`src/ttbc_pkg.sv`:
```
// ----------------------------------------------------------------------------
// ttbc_pkg: shared types and constants of the tap tempo clock
// Command codes, register indexes, field widths, reset values, the
// controller state type and the command/status bundles between the
// controller and the datapath.
// ----------------------------------------------------------------------------
package ttbc_pkg;

    // Field widths
    localparam int CMD_W       = 3;
    localparam int TIME_W      = 32;
    localparam int BPM_IN_W    = 16;
    localparam int TEMPO_W     = 8;
    localparam int SPS_W       = 16;
    localparam int RATE_W      = 16;
    localparam int TIMEOUT_W   = 14;
    localparam int MIN_TAPS_W  = 4;
    localparam int BAR_W       = 3;
    localparam int SUB_W       = 4;
    localparam int CFG_IDX_W   = 2;
    localparam int CFG_DATA_W  = 16;
    localparam int S_TDATA_W   = 48;
    localparam int M_TDATA_W   = 24;

    // Tap history depth default
    localparam int TAP_DEPTH_DEF = 8;

    // Arithmetic constants
    localparam int TAP_MS_PER_MIN = 60000;
    localparam int SEC_PER_MIN    = 60;

    // Tempo limits and reset values
    localparam logic [TEMPO_W-1:0]    BPM_MIN           = 8'd60;
    localparam logic [TEMPO_W-1:0]    BPM_MAX           = 8'd180;
    localparam logic [TEMPO_W-1:0]    BPM_RESET         = 8'd120;
    localparam logic [SPS_W-1:0]      SPS_RESET         = 16'd2000;
    localparam logic [RATE_W-1:0]     RATE_RESET        = 16'd16000;
    localparam logic [TIMEOUT_W-1:0]  TIMEOUT_RESET     = 14'd2000;
    localparam logic [MIN_TAPS_W-1:0] MIN_TAPS_RESET    = 4'd3;

    // Configuration register indexes
    localparam logic [CFG_IDX_W-1:0] REG_SAMPLE_RATE = 2'd0;
    localparam logic [CFG_IDX_W-1:0] REG_TAP_TIMEOUT = 2'd1;
    localparam logic [CFG_IDX_W-1:0] REG_MIN_TAPS    = 2'd2;

    // Input commands
    typedef enum logic [CMD_W-1:0] {
        CMD_TICK      = 3'd0,
        CMD_TAP       = 3'd1,
        CMD_START     = 3'd2,
        CMD_STOP      = 3'd3,
        CMD_SET_TEMPO = 3'd4
    } t_cmd;

    // Controller states
    typedef enum logic [2:0] {
        S_IDLE,
        S_EXEC,
        S_TAP_WALK,
        S_DIV_TAP,
        S_CHK,
        S_DIV_SPS,
        S_OUT
    } t_state;

    // Controller to datapath commands
    typedef struct packed {
        logic load_item;
        logic exec_tick;
        logic exec_start;
        logic exec_stop;
        logic set_req_bpm;
        logic tap_record;
        logic tap_step;
        logic div_tap_start;
        logic req_from_quo;
        logic tempo_apply;
        logic sps_load;
        logic out_load;
    } t_dp_cmd;

    // Datapath to controller status
    typedef struct packed {
        t_cmd cmd;
        logic walk_last;
        logic tap_ok;
        logic req_differs;
        logic div_done;
        logic out_free;
    } t_dp_stat;

    // Clamp a requested tempo to the supported range
    function automatic logic [TEMPO_W-1:0] clamp_bpm(input logic [BPM_IN_W-1:0] v);
        logic [TEMPO_W-1:0] res;
        if (v < BPM_IN_W'(BPM_MIN)) begin
            res = BPM_MIN;
        end else if (v > BPM_IN_W'(BPM_MAX)) begin
            res = BPM_MAX;
        end else begin
            res = v[TEMPO_W-1:0];
        end
        return res;
    endfunction

endpackage

```
`src/ttbc_div.sv`:
```
// ----------------------------------------------------------------------------
// ttbc_div: iterative unsigned divider
// Restoring division, one quotient bit per cycle. A start pulse loads the
// operands; a one-cycle done pulse marks a valid quotient.
// ----------------------------------------------------------------------------
module ttbc_div #(
    parameter int DVD_W = 22,
    parameter int DVS_W = 17
) (
    input  logic             i_clk,
    input  logic             i_rst_n,
    input  logic             i_start,
    input  logic [DVD_W-1:0] i_dividend,
    input  logic [DVS_W-1:0] i_divisor,
    output logic             o_done,
    output logic [DVD_W-1:0] o_quotient
);

    localparam int CNT_W = $clog2(DVD_W + 1);

    logic             r_busy;
    logic             r_done;
    logic [CNT_W-1:0] r_cnt;
    logic [DVS_W-1:0] r_rem;
    logic [DVD_W-1:0] r_quo;
    logic [DVS_W-1:0] r_dvs;

    logic [DVS_W:0]   rem_sh;
    logic [DVS_W:0]   diff;
    logic             q_bit;

    // Trial subtract of the shifted remainder
    always_comb begin
        rem_sh = {r_rem, r_quo[DVD_W-1]};
        diff   = rem_sh - {1'b0, r_dvs};
        q_bit  = ~diff[DVS_W];
    end

    // Sequencing: count the iterations, pulse done after the last
    always_ff @(posedge i_clk) begin
        if (!i_rst_n) begin
            r_busy <= 1'b0;
            r_done <= 1'b0;
            r_cnt  <= '0;
        end else begin
            r_done <= r_busy && (r_cnt == CNT_W'(1));
            if (i_start) begin
                r_busy <= 1'b1;
                r_cnt  <= CNT_W'(DVD_W);
            end else if (r_busy) begin
                r_cnt <= r_cnt - CNT_W'(1);
                if (r_cnt == CNT_W'(1)) begin
                    r_busy <= 1'b0;
                end
            end
        end
    end

    // Operands and partial results
    always_ff @(posedge i_clk) begin
        if (i_start) begin
            r_rem <= '0;
            r_quo <= i_dividend;
            r_dvs <= i_divisor;
        end else if (r_busy) begin
            r_rem <= q_bit ? diff[DVS_W-1:0] : rem_sh[DVS_W-1:0];
            r_quo <= {r_quo[DVD_W-2:0], q_bit};
        end
    end

    assign o_done     = r_done;
    assign o_quotient = r_quo;

`ifndef SYNTHESIS
    a_done_after_busy: assert property (@(posedge i_clk) disable iff (!i_rst_n)
        r_done |-> $past(r_busy))
        else $error("divider done without a running division");
`endif

endmodule

```
`src/ttbc_ctrl.sv`:
```
// ----------------------------------------------------------------------------
// ttbc_ctrl: sequencing controller of the tap tempo clock
// Takes one item at a time, steps the datapath through the command's work
// (tap walk, tap division, tempo update) and hands the result to the output
// register.
// ----------------------------------------------------------------------------
module ttbc_ctrl import ttbc_pkg::*; (
    input  logic     i_clk,
    input  logic     i_rst_n,
    input  logic     i_in_valid,
    output logic     o_in_ready,
    input  t_dp_stat i_stat,
    output t_dp_cmd  o_cmd
);

    t_state r_state;
    t_state n_state;

    // State register
    always_ff @(posedge i_clk) begin
        if (!i_rst_n) begin
            r_state <= S_IDLE;
        end else begin
            r_state <= n_state;
        end
    end

    // Next state
    always_comb begin
        n_state = r_state;
        unique case (r_state)
            S_IDLE: begin
                if (i_in_valid) begin
                    n_state = S_EXEC;
                end
            end
            S_EXEC: begin
                case (i_stat.cmd)
                    CMD_TAP:       n_state = S_TAP_WALK;
                    CMD_SET_TEMPO: n_state = S_CHK;
                    default:       n_state = S_OUT;
                endcase
            end
            S_TAP_WALK: begin
                if (i_stat.walk_last) begin
                    n_state = i_stat.tap_ok ? S_DIV_TAP : S_OUT;
                end
            end
            S_DIV_TAP: begin
                if (i_stat.div_done) begin
                    n_state = S_CHK;
                end
            end
            S_CHK: begin
                n_state = i_stat.req_differs ? S_DIV_SPS : S_OUT;
            end
            S_DIV_SPS: begin
                if (i_stat.div_done) begin
                    n_state = S_OUT;
                end
            end
            S_OUT: begin
                if (i_stat.out_free) begin
                    n_state = S_IDLE;
                end
            end
            default: n_state = S_IDLE;
        endcase
    end

    // Datapath commands
    always_comb begin
        o_cmd      = '0;
        o_in_ready = 1'b0;
        unique case (r_state)
            S_IDLE: begin
                o_in_ready      = 1'b1;
                o_cmd.load_item = i_in_valid;
            end
            S_EXEC: begin
                case (i_stat.cmd)
                    CMD_TICK:      o_cmd.exec_tick   = 1'b1;
                    CMD_TAP:       o_cmd.tap_record  = 1'b1;
                    CMD_START:     o_cmd.exec_start  = 1'b1;
                    CMD_STOP:      o_cmd.exec_stop   = 1'b1;
                    CMD_SET_TEMPO: o_cmd.set_req_bpm = 1'b1;
                    default:       o_cmd.exec_tick   = 1'b0;
                endcase
            end
            S_TAP_WALK: begin
                o_cmd.tap_step      = 1'b1;
                o_cmd.div_tap_start = i_stat.walk_last && i_stat.tap_ok;
            end
            S_DIV_TAP: begin
                o_cmd.req_from_quo = i_stat.div_done;
            end
            S_CHK: begin
                o_cmd.tempo_apply = i_stat.req_differs;
            end
            S_DIV_SPS: begin
                o_cmd.sps_load = i_stat.div_done;
            end
            S_OUT: begin
                o_cmd.out_load = i_stat.out_free;
            end
            default: o_in_ready = 1'b0;
        endcase
    end

`ifndef SYNTHESIS
    a_div_done_in_wait: assert property (@(posedge i_clk) disable iff (!i_rst_n)
        i_stat.div_done |-> (r_state == S_DIV_TAP || r_state == S_DIV_SPS))
        else $error("division finished outside a division wait");

    a_accept_to_exec: assert property (@(posedge i_clk) disable iff (!i_rst_n)
        (i_in_valid && o_in_ready) |=> (r_state == S_EXEC))
        else $error("accepted item not executed next cycle");
`endif

endmodule

```
`src/ttbc_dp.sv`:
```
// ----------------------------------------------------------------------------
// ttbc_dp: datapath of the tap tempo clock
// Holds configuration, tempo and position state, the tap history shift
// line, the interval accumulator, the shared divider and the output
// register. Acts only on commands from the controller.
// ----------------------------------------------------------------------------
module ttbc_dp import ttbc_pkg::*; #(
    parameter int TAP_DEPTH = TAP_DEPTH_DEF
) (
    input  logic                  i_clk,
    input  logic                  i_rst_n,
    // Configuration
    input  logic                  i_cfg_wr_en,
    input  logic [CFG_IDX_W-1:0]  i_cfg_idx,
    input  logic [CFG_DATA_W-1:0] i_cfg_data,
    // Input item
    input  logic [CMD_W-1:0]      i_in_cmd,
    input  logic [S_TDATA_W-1:0]  i_in_data,
    // Output item
    output logic                  o_out_valid,
    input  logic                  i_out_ready,
    output logic [M_TDATA_W-1:0]  o_out_data,
    // Controller link
    input  t_dp_cmd               i_cmd,
    output t_dp_stat              o_stat
);

    localparam int K_W     = $clog2(TAP_DEPTH);
    localparam int CNT_W   = $clog2(TAP_DEPTH + 1);
    localparam int CMP_W   = (CNT_W > MIN_TAPS_W) ? CNT_W : MIN_TAPS_W;
    localparam int SUM_W   = TIMEOUT_W + K_W;
    localparam int NUM_W   = $clog2(TAP_MS_PER_MIN * TAP_DEPTH);
    localparam int SPN_W   = RATE_W + 6;
    localparam int DVD_W   = (NUM_W > SPN_W) ? NUM_W : SPN_W;
    localparam int DVS_W   = (SUM_W > TEMPO_W + 2) ? SUM_W : TEMPO_W + 2;

    // Configuration registers
    logic [RATE_W-1:0]     r_rate;
    logic [TIMEOUT_W-1:0]  r_timeout;
    logic [MIN_TAPS_W-1:0] r_min_taps;

    // Item registers
    logic [CMD_W-1:0]      r_cmd;
    logic [TIME_W-1:0]     r_time;
    logic [BPM_IN_W-1:0]   r_bpm;

    // Clock state
    logic [TEMPO_W-1:0]    r_tempo;
    logic [TEMPO_W-1:0]    r_req;
    logic                  r_run;
    logic [SPS_W-1:0]      r_sps;
    logic [SPS_W-1:0]      r_sample_cnt;
    logic [SUB_W-1:0]      r_sub;
    logic [BAR_W-1:0]      r_bar;
    logic                  r_crossed;
    logic                  r_bstart;

    // Tap state
    logic [TIME_W-1:0]     r_hist [TAP_DEPTH];
    logic [CNT_W-1:0]      r_tap_cnt;
    logic [TIME_W-1:0]     r_last_tap;
    logic [K_W-1:0]        r_k;
    logic [K_W-1:0]        r_n;
    logic [SUM_W-1:0]      r_sum;

    // Output register
    logic                  r_out_valid;
    logic [M_TDATA_W-1:0]  r_out_data;

    // Divider link
    logic                  div_start;
    logic [DVD_W-1:0]      div_dividend;
    logic [DVS_W-1:0]      div_divisor;
    logic                  div_done;
    logic [DVD_W-1:0]      div_quo;

    // Combinational helpers
    logic [SPS_W-1:0]      cnt_inc;
    logic                  crosses;
    logic [TIME_W-1:0]     gap;
    logic                  timed_out;
    logic [CNT_W-1:0]      cnt_base;
    logic [TIME_W-1:0]     iv;
    logic                  iv_used;
    logic                  tap_ok;

    // Tick arithmetic
    always_comb begin
        cnt_inc = r_sample_cnt + SPS_W'(1);
        crosses = cnt_inc >= r_sps;
    end

    // Tap arithmetic
    always_comb begin
        gap       = r_time - r_last_tap;
        timed_out = gap > TIME_W'(r_timeout);
        cnt_base  = timed_out ? '0 : r_tap_cnt;
        iv        = r_hist[0] - r_hist[1];
        iv_used   = ((CNT_W'(r_k) + CNT_W'(1)) < r_tap_cnt)
                    && (iv != '0) && (iv < TIME_W'(r_timeout));
        tap_ok    = !(CMP_W'(r_tap_cnt) < CMP_W'(r_min_taps)) && (r_n != '0);
    end

    // Configuration writes
    always_ff @(posedge i_clk) begin
        if (!i_rst_n) begin
            r_rate     <= RATE_RESET;
            r_timeout  <= TIMEOUT_RESET;
            r_min_taps <= MIN_TAPS_RESET;
        end else if (i_cfg_wr_en) begin
            unique case (i_cfg_idx)
                REG_SAMPLE_RATE: r_rate     <= i_cfg_data[RATE_W-1:0];
                REG_TAP_TIMEOUT: r_timeout  <= i_cfg_data[TIMEOUT_W-1:0];
                REG_MIN_TAPS:    r_min_taps <= i_cfg_data[MIN_TAPS_W-1:0];
                default:         r_rate     <= r_rate;
            endcase
        end
    end

    // Capture the accepted item
    always_ff @(posedge i_clk) begin
        if (i_cmd.load_item) begin
            r_cmd  <= i_in_cmd;
            r_time <= i_in_data[TIME_W-1:0];
            r_bpm  <= i_in_data[TIME_W +: BPM_IN_W];
        end
    end

    // Tempo request
    always_ff @(posedge i_clk) begin
        if (i_cmd.set_req_bpm) begin
            r_req <= clamp_bpm(r_bpm);
        end else if (i_cmd.req_from_quo) begin
            r_req <= clamp_bpm(div_quo[BPM_IN_W-1:0]);
        end
    end

    // Run flag, tempo, phase and position
    always_ff @(posedge i_clk) begin
        if (!i_rst_n) begin
            r_tempo      <= BPM_RESET;
            r_run        <= 1'b0;
            r_sps        <= SPS_RESET;
            r_sample_cnt <= '0;
            r_sub        <= '0;
            r_bar        <= '0;
            r_crossed    <= 1'b0;
            r_bstart     <= 1'b0;
        end else begin
            if (i_cmd.load_item) begin
                r_crossed <= 1'b0;
                r_bstart  <= 1'b0;
            end
            if (i_cmd.exec_tick && r_run) begin
                if (crosses) begin
                    r_sample_cnt <= cnt_inc - r_sps;
                    r_crossed    <= 1'b1;
                    r_sub        <= r_sub + SUB_W'(1);
                    if (r_sub == '1) begin
                        r_bar    <= r_bar + BAR_W'(1);
                        r_bstart <= 1'b1;
                    end
                end else begin
                    r_sample_cnt <= cnt_inc;
                end
            end
            if (i_cmd.exec_start) begin
                r_run        <= 1'b1;
                r_sample_cnt <= '0;
            end
            if (i_cmd.exec_stop) begin
                r_run <= 1'b0;
            end
            if (i_cmd.tempo_apply) begin
                r_tempo <= r_req;
            end
            if (i_cmd.sps_load) begin
                r_sps        <= div_quo[SPS_W-1:0];
                r_sample_cnt <= '0;
            end
        end
    end

    // Tap count, last tap and interval accumulator
    always_ff @(posedge i_clk) begin
        if (!i_rst_n) begin
            r_tap_cnt  <= '0;
            r_last_tap <= '0;
            r_k        <= '0;
            r_n        <= '0;
            r_sum      <= '0;
        end else if (i_cmd.tap_record) begin
            r_tap_cnt  <= (cnt_base < CNT_W'(TAP_DEPTH)) ? cnt_base + CNT_W'(1) : cnt_base;
            r_last_tap <= r_time;
            r_k        <= '0;
            r_n        <= '0;
            r_sum      <= '0;
        end else if (i_cmd.tap_step) begin
            r_k <= r_k + K_W'(1);
            if (iv_used) begin
                r_n   <= r_n + K_W'(1);
                r_sum <= r_sum + SUM_W'(iv[TIMEOUT_W-1:0]);
            end
        end
    end

    // History: shift a new tap in, rotate one place per walk step
    always_ff @(posedge i_clk) begin
        if (i_cmd.tap_record) begin
            r_hist[0] <= r_time;
            for (int i = 1; i < TAP_DEPTH; i++) begin
                r_hist[i] <= r_hist[i-1];
            end
        end else if (i_cmd.tap_step) begin
            for (int i = 0; i < TAP_DEPTH - 1; i++) begin
                r_hist[i] <= r_hist[i+1];
            end
            r_hist[TAP_DEPTH-1] <= r_hist[0];
        end
    end

    // Divider operands: tap tempo or samples per sixteenth
    always_comb begin
        div_start = i_cmd.div_tap_start | i_cmd.tempo_apply;
        if (i_cmd.tempo_apply) begin
            div_dividend = DVD_W'(r_rate) * DVD_W'(SEC_PER_MIN);
            div_divisor  = DVS_W'({r_req, 2'b00});
        end else begin
            div_dividend = DVD_W'(r_n) * DVD_W'(TAP_MS_PER_MIN);
            div_divisor  = DVS_W'(r_sum);
        end
    end

    ttbc_div #(
        .DVD_W (DVD_W),
        .DVS_W (DVS_W)
    ) u_div (
        .i_clk      (i_clk),
        .i_rst_n    (i_rst_n),
        .i_start    (div_start),
        .i_dividend (div_dividend),
        .i_divisor  (div_divisor),
        .o_done     (div_done),
        .o_quotient (div_quo)
    );

    // Output register: hold until taken
    always_ff @(posedge i_clk) begin
        if (!i_rst_n) begin
            r_out_valid <= 1'b0;
        end else if (i_cmd.out_load) begin
            r_out_valid <= 1'b1;
        end else if (i_out_ready) begin
            r_out_valid <= 1'b0;
        end
    end

    always_ff @(posedge i_clk) begin
        if (i_cmd.out_load) begin
            r_out_data <= {4'b0000, r_run, r_tempo, r_sub, r_sub[3:2],
                           r_bar, r_bstart, r_crossed};
        end
    end

    assign o_out_valid = r_out_valid;
    assign o_out_data  = r_out_data;

    // Status to the controller
    always_comb begin
        o_stat.cmd         = t_cmd'(r_cmd);
        o_stat.walk_last   = (r_k == K_W'(TAP_DEPTH - 1));
        o_stat.tap_ok      = tap_ok;
        o_stat.req_differs = (r_req != r_tempo);
        o_stat.div_done    = div_done;
        o_stat.out_free    = !r_out_valid || i_out_ready;
    end

`ifndef SYNTHESIS
    a_tap_cnt_bound: assert property (@(posedge i_clk) disable iff (!i_rst_n)
        r_tap_cnt <= CNT_W'(TAP_DEPTH))
        else $error("tap count beyond history depth");

    a_tempo_range: assert property (@(posedge i_clk) disable iff (!i_rst_n)
        (r_tempo >= BPM_MIN) && (r_tempo <= BPM_MAX))
        else $error("tempo outside the supported range");
`endif

endmodule

```
`src/tap_tempo_bpm_clock_top.sv`:
```
// Tap tempo clock. One result item leaves for every input item, in order.
// Items are taken one at a time. From the cycle in which an item is
// accepted, the controller steps through its states up to the one that
// loads its result into the output register:
// - A tick, start, stop or unknown command goes through execute and output.
// - A set-tempo command goes through execute, the tempo check and output.
//   When the tempo really changes, the shared bit-serial divider works out
//   its 22 quotient bits, one bit per cycle, before its done flag ends the wait.
// - A tap goes through the record and the walk over the history. When a
//   tempo is derived it adds the interval division and the tempo check.
//   When that tempo differs it adds the samples-per-sixteenth update.
// The next item is accepted in the cycle after the previous one has reached
// the output register. A result that is not taken holds the controller, and
// with it the input.
// ----------------------------------------------------------------------------
// tap_tempo_bpm_clock_top: top level of the tap tempo clock
// Stream input of commands, stream output of clock status, plain
// configuration write port. Joins the controller and the datapath.
// ----------------------------------------------------------------------------
module tap_tempo_bpm_clock_top import ttbc_pkg::*; #(
    parameter int TAP_DEPTH = TAP_DEPTH_DEF
) (
    input  logic                  i_clk,
    input  logic                  i_rst_n,
    // Configuration write port
    input  logic                  i_cfg_wr_en,
    input  logic [CFG_IDX_W-1:0]  i_cfg_idx,
    input  logic [CFG_DATA_W-1:0] i_cfg_data,
    // Command stream
    input  logic                  s_axis_tvalid,
    output logic                  s_axis_tready,
    input  logic [S_TDATA_W-1:0]  s_axis_tdata,  // tap_time_ms[31:0], new_bpm[47:32]
    input  logic [CMD_W-1:0]      s_axis_tuser,  // cmd[2:0]
    // Status stream
    output logic                  m_axis_tvalid,
    input  logic                  m_axis_tready,
    output logic [M_TDATA_W-1:0]  m_axis_tdata   // sub_crossed[0], bar_start[1],
                                                 // bar_pos[4:2], beat_pos[6:5],
                                                 // sub_pos[10:7], tempo_bpm[18:11],
                                                 // is_running[19], zero[23:20]
);

    t_dp_cmd  dp_cmd;
    t_dp_stat dp_stat;

    ttbc_ctrl u_ctrl (
        .i_clk      (i_clk),
        .i_rst_n    (i_rst_n),
        .i_in_valid (s_axis_tvalid),
        .o_in_ready (s_axis_tready),
        .i_stat     (dp_stat),
        .o_cmd      (dp_cmd)
    );

    ttbc_dp #(
        .TAP_DEPTH (TAP_DEPTH)
    ) u_dp (
        .i_clk       (i_clk),
        .i_rst_n     (i_rst_n),
        .i_cfg_wr_en (i_cfg_wr_en),
        .i_cfg_idx   (i_cfg_idx),
        .i_cfg_data  (i_cfg_data),
        .i_in_cmd    (s_axis_tuser),
        .i_in_data   (s_axis_tdata),
        .o_out_valid (m_axis_tvalid),
        .i_out_ready (m_axis_tready),
        .o_out_data  (m_axis_tdata),
        .i_cmd       (dp_cmd),
        .o_stat      (dp_stat)
    );

endmodule

```
`config.mk`:
```
export PLATFORM = sky130hd
export DESIGN_NAME = tap_tempo_bpm_clock_top
export DESIGN_NICKNAME = d
export VERILOG_FILES = /design/src/ttbc_pkg.sv /design/src/ttbc_div.sv /design/src/ttbc_ctrl.sv /design/src/ttbc_dp.sv /design/src/tap_tempo_bpm_clock_top.sv
export SDC_FILE = /design/constraint.sdc
export NUM_CORES = 1
export LEC_CHECK = 0
export BUFFER_PORTS_ARGS = -buffer_cell sky130_fd_sc_hd__buf_2
export CAP_MARGIN = 40
export CORE_MARGIN = 4
export CORE_UTILIZATION = 45
export DETAILED_ROUTE_END_ITERATION = 10
export PLACE_DENSITY = 0.67
export SYNTH_ARGS = -nofsm -noshare
export SYNTH_HDL_FRONTEND = slang
export SYNTH_SLANG_ARGS = --single-unit
```
`constraint.sdc`:
```
create_clock -name i_clk -period 9.5 [get_ports i_clk]
set_input_delay 0.475 -clock i_clk [delete_from_list [all_inputs] [get_ports i_clk]]
set_output_delay 0.475 -clock i_clk [all_outputs]
set_load 0.02 [all_outputs]
```
# Yosys cells after proc, flatten, opt, wreduce, memory -nomap -nowiden
# Memories as Yosys holds them, arrays and structs flattened.
# Index checks and enable logic that the tools add are counted.
dict set report classes {
  addsub 13
  n_mul 2
  div_mod_pow 0
  magnitude_cmp 10
  n_eq_ne 21
  shifts 0
  mux 63
  n_bitwise 11
  n_reduce_logical 28
}
# cell count
set ops {}
lappend ops {{32-bit 2-to-1 mux} 8}
lappend ops {{22-bit 2-to-1 mux} 3}
lappend ops {{32-bit subtractor} 2}
lappend ops {{8-bit 2-to-1 mux} 6}
lappend ops {{16-bit by 8-bit > comparator with 1-bit output (second input constant)} 2}
lappend ops {{32-bit by 14-bit > comparator with 1-bit output} 1}
lappend ops {{16-bit by 6-bit < comparator with 1-bit output (second input constant)} 2}
lappend ops {{32-bit by 14-bit < comparator with 1-bit output} 1}
lappend ops {{32-bit nonzero test} 1}
lappend ops {{1-bit 2-to-1 mux} 28}
lappend ops {{3-bit case mux with 7 select lines} 1}
lappend ops {{16-bit by 4-bit multiplier with 20-bit output (second input constant)} 1}
lappend ops {{3-bit 2-to-1 mux} 6}
lappend ops {{18-bit by 17-bit subtractor with 18-bit output} 1}
lappend ops {{17-bit by 14-bit adder with 17-bit output} 1}
lappend ops {{17-bit 2-to-1 mux} 1}
lappend ops {{16-bit by 1-bit adder with 16-bit output (second input constant)} 1}
lappend ops {{16-bit >= comparator} 1}
lappend ops {{16-bit 2-to-1 mux} 1}
lappend ops {{16-bit subtractor} 1}
lappend ops {{3-bit equality test (second input constant)} 5}
lappend ops {{5-bit 2-to-1 mux} 3}
lappend ops {{3-bit by 11-bit multiplier with 14-bit output (second input constant)} 1}
lappend ops {{3-bit by 2-bit equality test with 1-bit output (second input constant)} 4}
lappend ops {{32 further kinds} 66}
dict set report word_totals {
  ff_bits 289
  latchBits 0
  ram_bits 256
  mem_bits_ro 0
  elab_cells 180
  memories 1
}
# name depth word_bits rd rd_clocked_by_memory_dff wr line
set memory_table {}
lappend memory_table {u_dp.r_hist 8 32 8 0 8 ttbc_dp.sv:59} ;# logic [TIME_W-1:0] r_hist [TAP_DEPTH];

# Longest topological paths before layout
dict set report depth {
  word_depth 9
  ltp_mapped 22
  ltp_nobuf 22
}

# Cells and area by module
# Synthesis repeated with hierarchy kept, for this count alone.
dict set report hier_totals {
  cells_unflattened 2947
  hier_area_um2 31655.4
}
# mod instances cells_each area_per_inst_um2 seq_area_each_um2
set by_module_without_submodules {}
lappend by_module_without_submodules {ttbc_dp 1 2542 27714.1 12882.4}
lappend by_module_without_submodules {ttbc_div 1 356 3583.4 1651.6}
lappend by_module_without_submodules {ttbc_ctrl 1 49 357.8 60.1}

# Worst setup path after synthesis
# OpenSTA, ideal clock, no wires.
dict set report synth_path {
  path_kind {flip-flop to flip-flop}
  from {reg u_ctrl.r_state[0]}
  to {mem u_dp.r_hist[0][0] (enable)}
  t_arrival_ns 5.568
  slack_ns 1.982
  path_stages_with_launch 7
  path_buffers 3
  synth_period_minus_slack_ns 7.518
  cell_sequence {dfxtp_1 clkbuf_1 nor2_1 nand2_1 clkbuf_1 clkbuf_1 nand2_1}
}
# item line
set synth_rtl {}
lappend synth_rtl {{from (decl)} ttbc_ctrl.sv:16} ;# t_state r_state;
lappend synth_rtl {{from (signal assigned)} ttbc_ctrl.sv:24} ;# r_state <= n_state;
lappend synth_rtl {{to (decl)} ttbc_dp.sv:59}

==> results by group <==
Outcome
  – Outcome: finished clean

Routing
  – Routed wl met3: 3574 µm
  – Vias: 23560
  – DRC viols: 0
  – WL/cell: 16.76 µm
  – Antenna-violating nets left: 0
  – Starting DRT DRC Count: 1914
  – DR vias/cell: 5.422
  – Max Used Layer: met5
  – WL final: 72840 µm
  – Metal2 WL: 33800 µm
  – M1 WL: 33820 µm
  – Initial DRT Pass Iterations: 5

CTS
  – Sink Count: 543
  – Clk Latency, worst-skew pair: 0.63 ns
  – CTS tree: built
  – Max Root-Sink Buffers: 3
  – H-tree lvl count: 2
  – Reg clk slew, reported paths: 0.06 ns
  – Setup Fix Bufs, Post-CTS: 0
  – Total CTS buffers: 59
  – Post-cts sizing count: 0
  – CTS Root Cell: clkbuf_16
  – Cts hold-fix bufs: 44

Global route
  – Initial antenna violation count: 3
  – Number of global-route vias before repair: 22210
  – First-pass GRT wire length: 118100 µm
  – Total track usage: 19.56%
  – GR Overflow Total: 0
  – Largest net degree at the start of global routing: 201

Final layout
  – Nets@finish: 3714
  – Register area: 14590 µm²
  – Post-route insts no fill: 4346
  – Commonest cells after routing, fill and taps aside: nand2_1 (973), edfxtp_1 (372), ha_1 (183)
  – Fillers: 6196
  – Footprint of the multi-input gates: 14990 µm²
  – Commonest non-fill, non-tap cell in the layout: nand2_1
  – Final core occ: 51.23%
  – Fraction of layout cells with a size suffix above 1: 7.748%
  – P&R area growth vs syn: 12.37%

Synth
  – Largest family of logic cells by synthesized area: simple AND/OR/NAND/NOR gates
  – EDFF count, synth: 372
  – Synth Instances: 3335
  – Flops & latches, synth: 543
  – Yosys warning total: 0
  – Post-Synth XOR/XNOR Area: 3.415%
  – Mux contribution to synthesized area: 1.545%
  – Area share of and/or/nand/nor cells after synthesis: 19.85%
  – Area share of fa/ha/maj cells after synthesis: 9.781%
  – Complex-gate fraction of the synthesized area: 13.90%
  – Sequential share of the synthesized area: 47.42%
  – Post-synth top flop: edfxtp_1
  – Mean post-synth cell area: 9.229 µm²
  – Synth cell types: 83
  – Synth async-reset ratio: 0%
  – Mapped Area: 30780 µm²

Floorplan
  – Core area: 67510 µm²
  – Die Span X: 269.5 µm
  – Initial Util: 45.59%
  – Core Rows: 95
  – Die H: 269.5 µm
  – IO Pins: 100
  – Die Area: 72640 µm²

Timing
  – Skew final: 0.03495 ns
  – RSZ-0062 raised after global routing: false
  – Hold_ws: 0.04106 ns
  – Tcrit/Tclk final: 60.56%
  – Worst-margin pin slew: 1.008 ns
  – Setup TNS: 0 ns
  – Slew margin rel.: 31.09%
  – Slew Limit Fails: 0
  – Min cycle time layout: 5.753 ns
  – Fmax: 173.8 MHz
  – Endpoints failing hold: 0
  – Final setup vio count: 0

Setup path
  – WS Path Type: reg -> reg
  – CP required: 10.02 ns
  – Arr. time, crit path: 6.27 ns
  – Crit. End Element: register
  – Max FO, Critical Path: 16
  – Critical Path Start Type: register

Place
  – Cell Count Post-Placement: 4189
  – Gp weighted congestion: 0.8769
  – Number of port buffers: 95
  – DP HPWL: 51360 µm

Pwr
  – LEAKAGE: 14.04 nW
  – VDD IR-drop max: 0.0001903 V
  – Pwr Total: 9.229 mW
  – Power density over the cells: 266.8 nW/µm²

Job
  – Max cap viols: 0

Hold path
  – Worst hold path type: in -> reg
-- cells by family (layout without fill, tap and decap cells) --
kind of cell,Yosys count,count (layout)
AOI/OAI and AO/OA,650,650
xor gates and xnor gates,120,120
adders and majority gates,219,219
buffers and inverters,320,454
DFF,543,543
muxes,47,47
other,1,5
and+or+nand+nor,1435,1435
-- power by group --
part	internal [mW]	switching, mW	total [mW]
Sequential	3.25	0.317	3.56
Clock	1.39	1.00	2.39
Combinational	1.25	2.02	3.27
-- area by class of cell --
| cell class | instances | area share [%] |
|---|---|---|
| multi-input combinational | 2475 | 43.35 |
| tap | 873 | 3.158 |
| inverter | 178 | 1.932 |
| timing repair buffer | 164 | 3.451 |
| clock inverter | 30 | 0.7887 |
| antenna | 1 | 0.007235 |
| sequential | 543 | 42.20 |
| clock buffer | 82 | 5.115 |
-- synth_stat cells, types with 10 or more instances --
cell / count / area share (%)
nand2b_1: 29 / 0.59
nor2_1: 153 / 1.9
clkbuf_1: 128 / 1.6
edfxtp_1: 372 / 36
and2_1: 29 / 0.59
o21a_1: 22 / 0.54
nor2b_1: 26 / 0.53
o21ai_0: 168 / 2.7
a31oi_1: 22 / 0.45
o211ai_1: 31 / 0.76
or3_1: 12 / 0.24
ha_1: 183 / 7.4
nand3_1: 61 / 0.99
nor3_1: 43 / 0.70
a211oi_1: 30 / 0.73
dfxtp_1: 171 / 11
mux2i_1: 43 / 1.4
a21boi_0: 78 / 1.9
or2_2: 14 / 0.28
o21bai_1: 13 / 0.32
a21oi_1: 122 / 2.0
xor2_1: 46 / 1.3
o31ai_1: 10 / 0.24
nand2_1: 976 / 12
and3_1: 26 / 0.53
nand4_1: 19 / 0.39
a21o_1: 41 / 1.0
xnor2_1: 74 / 2.1
nor4_1: 11 / 0.22
inv_1: 178 / 2.2
fa_1: 36 / 2.3
-- per-stage QoR --
stage | worst slack, ns | cell area, µm²
global route | 3.340 | 34580
global placement | 3.920 | 31990
finish | 3.747 | 34590
floorplan | 1.982 | 30790
CTS | 3.763 | 34580
detailed placement | 3.787 | 32100
-- critical path: stages, from the launching register on --
cell	delay (ns)
edfxtp_1	0.37
inv_1	0.10
ha_1	0.17
inv_1	0.05
fa_1	0.42
a211oi_1	0.28
o21ai_0	0.17
a31oi_1	0.40
o21ai_0	0.17
a21oi_1	0.20
xnor2_1	0.21
ha_1	0.31
a21oi_1	0.14
o21ai_0	0.10
a2111oi_0	0.48
nand4_1	0.19
a2111oi_2	0.29
nand4b_1	0.12
or4_1	0.74
nor2_8	0.39
mux2_1	0.35
-- sequential cells by signal, indices dropped and copies added, names as in the netlist, 14 cells and up --
| register | flops |
|---|---|
| u_dp.r_bpm | 16 |
| u_dp.r_sps | 16 |
| u_dp.r_time | 32 |
| u_dp.u_div.o_quotient | 22 |
| u_dp.r_timeout | 14 |
| u_dp.r_sum | 17 |
| u_dp.r_hist | 256 |
| u_dp.r_rate | 16 |
| u_dp.r_sample_cnt | 16 |
| u_dp.u_div.r_dvs | 17 |
| u_dp.o_out_data | 18 |
| u_dp.r_last_tap | 32 |
| u_dp.u_div.r_rem | 17 |
-- routing by layer --
metal,up-vias,global-route usage [%]
li1,11760,-
met1,11170,27.43
met2,520,32.20
met3,105,2.623
met4,2,5.006
met5,-,0
-- final timing paths --
path | startpoint | endpoint | slack (ns) | depth (start not counted)
setup / recovery | u_dp.r_hist[0][0] | u_dp.r_sum[13] | 3.75 | 20
setup reg to reg | u_dp.r_hist[0][0] | u_dp.r_sum[13] | 3.75 | 20
hold reg to reg | u_dp.r_bstart | u_dp.o_out_data[1] | 0.43 | 0
hold / removal | s_axis_tdata[27] | u_dp.r_time[27] | 0.04 | 1
No activity file was read; power rests on OpenSTA's default activity.
